**src/design/bba_pkg.sv**
```systemverilog
// Package for the bitmap bit allocator: field widths, codes, beat and
// control structs shared by the allocator modules. No dependencies.
`default_nettype none

package bba_pkg;

  localparam int unsigned WORD_BITS    = 32;
  localparam int unsigned OFF_W        = 5;
  localparam int unsigned MAP_BITS_DEF = 4096;
  localparam int unsigned LEN_W        = 13;
  localparam int unsigned IDX_W        = 12;
  localparam logic [LEN_W-1:0] LEN_RESET = 13'd4096;

  typedef enum logic {
    OP_ALLOC = 1'b0,
    OP_FREE  = 1'b1
  } op_e;

  typedef enum logic [1:0] {
    STAT_OK       = 2'd0,
    STAT_NOSPACE  = 2'd1,
    STAT_NOTALLOC = 2'd2,
    STAT_RANGE    = 2'd3
  } status_e;

  typedef enum logic [2:0] {
    ST_CLEAR,
    ST_IDLE,
    ST_SCAN,
    ST_FREE,
    ST_RESP
  } state_e;

  typedef struct packed {
    op_e              op;
    logic [IDX_W-1:0] bit_index;
  } req_t;

  typedef struct packed {
    status_e          status;
    logic [IDX_W-1:0] allocated_bit;
  } rsp_t;

  typedef struct packed {
    logic             found;
    logic [OFF_W-1:0] offset;
  } scan_t;

endpackage

`default_nettype wire

```
**src/design/bba_scan.sv**
```systemverilog
// Lowest-clear-bit finder for one bitmap word, limited to the bits still
// below the length. Uses bba_pkg.
`default_nettype none

module bba_scan import bba_pkg::*; #(
  parameter int unsigned CMPW = 17
) (
  input  logic [WORD_BITS-1:0] word_i,
  input  logic [CMPW-1:0]      remain_i,
  output scan_t                scan_o
);

  logic [WORD_BITS-1:0] free_w;
  logic [WORD_BITS-1:0] low_w;
  logic [OFF_W-1:0]     off;

  always_comb begin
    for (int j = 0; j < WORD_BITS; j++) begin
      free_w[j] = ~word_i[j] & (CMPW'(j) < remain_i);
    end
    low_w = free_w & (~free_w + WORD_BITS'(1));
    off   = '0;
    for (int b = 0; b < OFF_W; b++) begin
      for (int j = 0; j < WORD_BITS; j++) begin
        if (((j >> b) & 1) == 1) begin
          off[b] = off[b] | low_w[j];
        end
      end
    end
    scan_o.found  = |free_w;
    scan_o.offset = off;
  end

endmodule

`default_nettype wire

```
**config.mk**
```make
export PLATFORM = sky130hd
export DESIGN_NAME = bba_scan
export DESIGN_NICKNAME = d
export VERILOG_FILES = /design/src/design/bba_pkg.sv /design/src/design/bba_scan.sv
export SDC_FILE = /design/constraint.sdc
export NUM_CORES = 1
export LEC_CHECK = 0
export BUFFER_PORTS_ARGS = -buffer_cell sky130_fd_sc_hd__buf_2
export CAP_MARGIN = 15
export CORE_MARGIN = 1
export CORE_UTILIZATION = 55
export DETAILED_ROUTE_END_ITERATION = 10
export PLACE_DENSITY = 0.91
export SETUP_SLACK_MARGIN = 0.05
export SYNTH_ARGS = -nofsm -noshare
export SYNTH_HDL_FRONTEND = slang
export SYNTH_SLANG_ARGS = --single-unit
```
**constraint.sdc**
```tcl
create_clock -name vclk -period 5.4
set_input_delay 0.27 -clock vclk [all_inputs]
set_output_delay 0.27 -clock vclk [all_outputs]
set_load 0.005 [all_outputs]
```
* Word-level counts from Yosys, hierarchy flattened *
Index checks and enable logic that the tools add are counted.

word-level totals
  register bits = 0
  bits in latches = 0
  RAM bits = 0
  memory bits (read-only) = 0
  input bits = 49
  output and inout port bits = 6
  logic and storage cells = 175
  memories kept = 0

cells by class
  add/sub/neg operators = 1
  $mul = 0
  divide/modulo/power cells = 0
  order comparisons = 32
  equal/unequal tests = 0
  shift operators = 0
  multiplexer cells = 0
  bitwise gates (word level) = 141
  reductions and logical operators = 1

operators by type and width
  kind                     number
  $lt A5 B17 Y1 const A    16
  $lt A4 B17 Y1 const A    8
  $or A1 B1 Y1             75
  $lt A3 B17 Y1 const A    4
  $lt A1 B17 Y1 const A    2
  $lt A2 B17 Y1 const A    2
  $add A32 B1 Y32 const B  1
  $and A1 B1 Y1            32
  $and A32 B32 Y32         1
  $not A1 Y1               32
  $not A32 Y32             1
  $reduce_or A32 Y1        1

* Logic depth before layout (Yosys ltp) *
Gate-level depths: netlist of the first run.

  word-level depth = 20
  depth in mapped cells = 10
  mapped depth without buffers = 7

* Worst setup path after synthesis of the first run *
OpenSTA, ideal clock, no wires.

  kind = in2out
  start point = in remain_i[14]
  end point = out scan_o[2] (netlist name)
  arrival time = 2.673 ns
  required time = 5.130 ns
  slack = 2.457 ns
  stages = 10
  buffers on the path = 3
  cells stage by stage = nor4_4 -> and3_1 -> buf_4 -> a32oi_2 -> or4_1 -> buf_2 -> or4_1 -> buf_2 -> o31ai_1 -> nand4bb_1

RTL lines
  item         line            text
  from (decl)  bba_scan.sv:9   input logic [CMPW-1:0] remain_i,
  to (decl)    bba_scan.sv:10  output scan_t scan_o

==> impl_metrics.tcl, run 1 <==
set metrics [dict create \
    status "completed" \
    worstSetupEndpointType "output pin" \
    fmax_ghz 0.283 \
    grt_usage 0.335 \
    synth_area_leader_cell "a21oi_1" \
    routedWlPerCell_um 15.3 \
    cts.repair.resized 0 \
    synth.distinct_cells 49 \
    drt-vias-per-instance 6.83 \
    arrival_ns 3.26 \
    die_w_um 49.8 \
    cp.required_ns 5.13 \
    synth_fp_nets 258 \
    grt_remaining_overflow 0 \
    grt_pass1_wl_mm 6.64 \
    grt_max_degree 25 \
    synth_commonest_cells "a21oi_1, nand2_1, o21ai_0" \
    cp_max_fo 24 \
    start_util 0.610 \
    synth_most_common_cell "a21oi_1" \
    fin_area_sq_um 1520 \
    syn_area_per_cell_sq_um 6.02 \
    nets 302 \
    timing.final.crit_share 0.654 \
    startpoint_type "input pin" \
    drc 0 \
    peakVddDrop_mv 0.0374 \
    syn_area_sq_um 1260 \
    p_leak_nw 0.617 \
    p_per_area_nw_per_um2 57.4 \
    port_buffers 55 \
    core_area_sq_um 2060 \
    slew_headroom 0.557 \
    drive_gt1_frac 0.259 \
    antennaDiodeCount 0 \
    power_uw 86.9 \
    period_minus_slack_ns 3.53 \
    hold_depth 3 \
    fillers 194 \
    nClkBuffers 0 \
    drv_cap 0 \
    die_area_sq_um 2480 \
    die_h_um 49.8 \
    finalCoreUtilization 0.735 \
    synth_top_area_share 0.107 \
    post_cts_buffers 0 \
    critical_path_class "in -> out" \
    grt_pass1_vias 1542 \
    slew_viol_final 0 \
    dr_total_vias 1898 \
    antenna_found_initial 0 \
    routed_wl_mm 4.25 \
    placed_cell_area_sq_um 1520 \
    rows 16 \
    place_congestion 0.993 \
    min_from "word_i[31]" \
    rsz0062_at_grt "false" \
    place_hpwl_mm 3.40 \
    synthTopCellsByArea "a21oi_1, o21ai_0, nand2_1, nor4_4, o21a_1" \
    hp-class "in -> out" \
    finalSetupViolations 0 \
    hold_viol 0 \
    whs_endpoint "scan_o[5]" \
    area_delta_synth_final_pct 20.5 \
    drtPass1Iterations 5 \
    drtIter0Drc 105 \
    numSequentialCells 0 \
    ctsHoldBuffers 0 \
    yosysWarningCount 0 \
    fin_ws_ns 1.87 \
    synthesis.instances 209 \
    pin_count 55 \
    place_ws_ns 1.92 \
    synth-seq-area-share 0 \
    tightest_slew_ns 0.659 \
    ant_nets 0 \
    fin_setup_tns_ns 0 \
    ff_latch_area_sq_um 0 \
]
per-layer routing:
metal | wire (um) | up-vias | global-route usage
met5 | 0 | - | 0
met3 | 484 | 18 | 0.0185
met4 | 135 | 0 | 0.110
met2 | 1940 | 143 | 0.565
li1 | - | 915 | -
met1 | 1690 | 822 | 0.447
kinds of logic (layout without fill, tap and decap cells):
logic type,Yosys count,in the layout,share of synthesized area
AOI/OAI and AO/OA,101,101,0.528
buffers and inverters,21,63,0.0677
and+or+nand+nor,87,87,0.404
worst max-delay path by stage:
stage                 startpoint        end  slack [ns]
detailed placement  remain_i[14]  scan_o[2]        1.92
global placement    remain_i[14]  scan_o[2]        2.02
floorplan           remain_i[14]  scan_o[2]        2.46
global route        remain_i[10]  scan_o[2]        1.69
CTS                  remain_i[8]  scan_o[2]        1.90
finish              remain_i[14]  scan_o[2]        1.87
cell usage in the layout, fill, tap and decap left out, drive strengths merged, types with 2 or more instances in the layout:
master   Yosys  routed
buf          3      56
o211ai       3       3
o21ai       20      20
nor3        10      10
a211oi       3       3
a211o        2       2
nor3b        2       2
or2          2       2
nand3        8       8
or4          5       5
nor4         6       6
nor2        13      13
a22oi        3       3
o32ai        2       2
and3         2       2
inv          7       7
nand2b       4       4
o2111ai      3       3
a21oi       28      28
o21bai       2       2
nand2       19      19
o21a         8       8
or3          4       4
and2         3       3
o31ai        3       3
a21o         7       7
nand4        4       4
a31oi        7       7
power by group:
group / switching (mW) / internal (mW)
Clock: 0 / 0
Sequential: 0 / 0
Combinational: 0.0524 / 0.0345
critical path, stage by stage:
cell       delay [ns]
buf_2            0.11
nor4_4           0.37
and3_1           0.21
buf_4            0.26
a32oi_2          0.16
or4_1            0.61
or4_1            0.66
o31ai_1          0.31
nand4bb_1        0.16
buf_2            0.12
cell type report:
cell class	instances	area [sq um]	area share
Timing Repair Buffer	56	283	0.187
Inverter	7	26.3	0.0173
Tap cell	27	33.8	0.0223
Multi-Input combinational cell	188	1170	0.774
through the flow:
step / instances / hold slack, ns
final: 278 / 0.872
after global routing: 278 / 0.907
after CTS: 278 / 0.872
after detailed placement: 278 / 0.872
after global placement: 278 / 0.881
after floorplan: 209 / 0.660
(Power assumes the default switching activity.)
==> inputs of run 2 (changes only) <==
--- a/config.mk
+++ b/config.mk
@@ -8,9 +8,9 @@
 export BUFFER_PORTS_ARGS = -buffer_cell sky130_fd_sc_hd__buf_2
 export CAP_MARGIN = 15
 export CORE_MARGIN = 1
-export CORE_UTILIZATION = 55
+export CORE_UTILIZATION = 46
 export DETAILED_ROUTE_END_ITERATION = 10
-export PLACE_DENSITY = 0.91
+export PLACE_DENSITY = 0.81
 export SETUP_SLACK_MARGIN = 0.05
 export SYNTH_ARGS = -nofsm -noshare
 export SYNTH_HDL_FRONTEND = slang
==> constraint.sdc (replaced) <==
create_clock -name vclk -period 2.9
set_input_delay 0.145 -clock vclk [all_inputs]
set_output_delay 0.145 -clock vclk [all_outputs]
set_load 0.005 [all_outputs]
==> impl_metrics.tcl, run 2 (synthesized netlist as in run 1, its figures left out) <==
set metrics [dict create \
    fmax_ghz 0.358 \
    tightest_slew_ns 0.524 \
    routedWlPerCell_um 15.7 \
    antennaDiodeCount 0 \
    path_common_cell "or4_4" \
    dr_total_vias 2026 \
    finalSetupViolations 0 \
    slew_headroom 0.648 \
    status "completed" \
    grt_pass1_wl_mm 7.20 \
    timing.final.crit_share 0.964 \
    nets 334 \
    critPathMaxStageDelay_ns 0.58 \
    hp-class "in -> out" \
    pin_count 55 \
    hold_depth 3 \
    port_buffers 55 \
    final_common_cell "buf_2" \
    die_area_sq_um 2950 \
    critical_path_class "in -> out" \
    fin_ws_ns 0.105 \
    slew_viol_final 0 \
    antenna_found_initial 0 \
    place_hpwl_mm 3.74 \
    min_from "word_i[31]" \
    rsz0062_at_grt "true" \
    ff_latch_area_sq_um 0 \
    grt_usage 0.329 \
    multiInputGateArea_sq_um 1230 \
    fillers 208 \
    fin_area_sq_um 1850 \
    ant_nets 0 \
    die_w_um 54.3 \
    drtIter0Drc 115 \
    cp.required_ns 2.76 \
    slowest_stage "or4_4" \
    cp_max_fo 4 \
    die_h_um 54.3 \
    peakVddDrop_mv 0.0815 \
    fin_setup_tns_ns 0 \
    place_congestion 0.960 \
    hold_viol 0 \
    path_cells "buf_6, nor4_4, buf_4, nand4_1, o21a_1, or4_4, or4_4, o32ai_2, nand4b_1, buf_2" \
    placed_cell_area_sq_um 1680 \
    p_leak_nw 0.793 \
    place_ws_ns -0.0510 \
    drt-vias-per-instance 6.47 \
    startpoint_type "input pin" \
    routed_wl_mm 4.92 \
    grt_remaining_overflow 0 \
    nClkBuffers 0 \
    grt_pass1_vias 1682 \
    drc 0 \
    whs_endpoint "scan_o[5]" \
    rows 18 \
    numSequentialCells 0 \
    arrival_ns 2.65 \
    layout_common_cells "buf_2, buf_4, a21oi_1, nand2_1, o21ai_0" \
    drive_gt1_frac 0.378 \
    worstSetupEndpointType "output pin" \
    period_minus_slack_ns 2.79 \
    drtPass1Iterations 4 \
    start_util 0.499 \
    area_delta_synth_final_pct 47.1 \
    drv_cap 0 \
    grt_max_degree 16 \
    core_area_sq_um 2520 \
    p_per_area_nw_per_um2 101 \
    ctsHoldBuffers 0 \
]
==> run 2: critical path: cells and delay by family <==
kind	cells	cell delay, ns
AO/OA/AOI/OAI	2	0.44
buffers and inverters	3	0.39
AND/OR/NAND/NOR	5	1.67
==> run 2: worst max path at each step <==
stage,from,endpoint,cells past startpoint
after CTS,remain_i[15],scan_o[5],11
after global routing,remain_i[16],scan_o[5],11
after global placement,remain_i[8],scan_o[2],10
after floorplan,remain_i[14],scan_o[2],10
after detailed placement,remain_i[8],scan_o[5],11
final,remain_i[16],scan_o[0],10
==> run 2: what timing repair did <==
item	4_1_cts	5_1_grt
endpoints found under the setup margin	5	6
pin swaps	8	10
buffers inserted	6	4
gates resized for setup	8	10
hold endpoints to repair	0	0
==> run 2: through the flow <==
step	utilization	std cells	power (mW)	hold WS (ns)
5_1_grt	0.733	313	0.203	0.643
3_5_place_dp	0.668	303	0.171	0.612
2_1_floorplan	-	209	0.0897	0.410
4_1_cts	0.698	309	0.175	0.615
6_report	0.733	313	0.188	0.615
3_3_place_gp	0.668	303	0.170	0.616
==> run 2: cell type report <==
| cell class | instances | share of cell area |
|---|---|---|
| multi-input cells | 188 | 0.667 |
| inverters | 7 | 0.0142 |
| well taps | 30 | 0.0203 |
| repair buffers | 88 | 0.298 |
==> run 2: power breakdown <==
part           leakage (nW)  internal (mW)  switching [mW]
clock network             0              0               0
logic                 0.793         0.0819           0.106
registers                 0              0               0
==> run 2: layer usage <==
layer | global-route usage | share of wire | up-vias
met5 | 0 | 0 | -
met3 | 0.0194 | 0.10 | 16
met4 | 0.107 | 0.030 | 0
li1 | - | - | 970
met1 | 0.415 | 0.39 | 899
met2 | 0.587 | 0.48 | 141
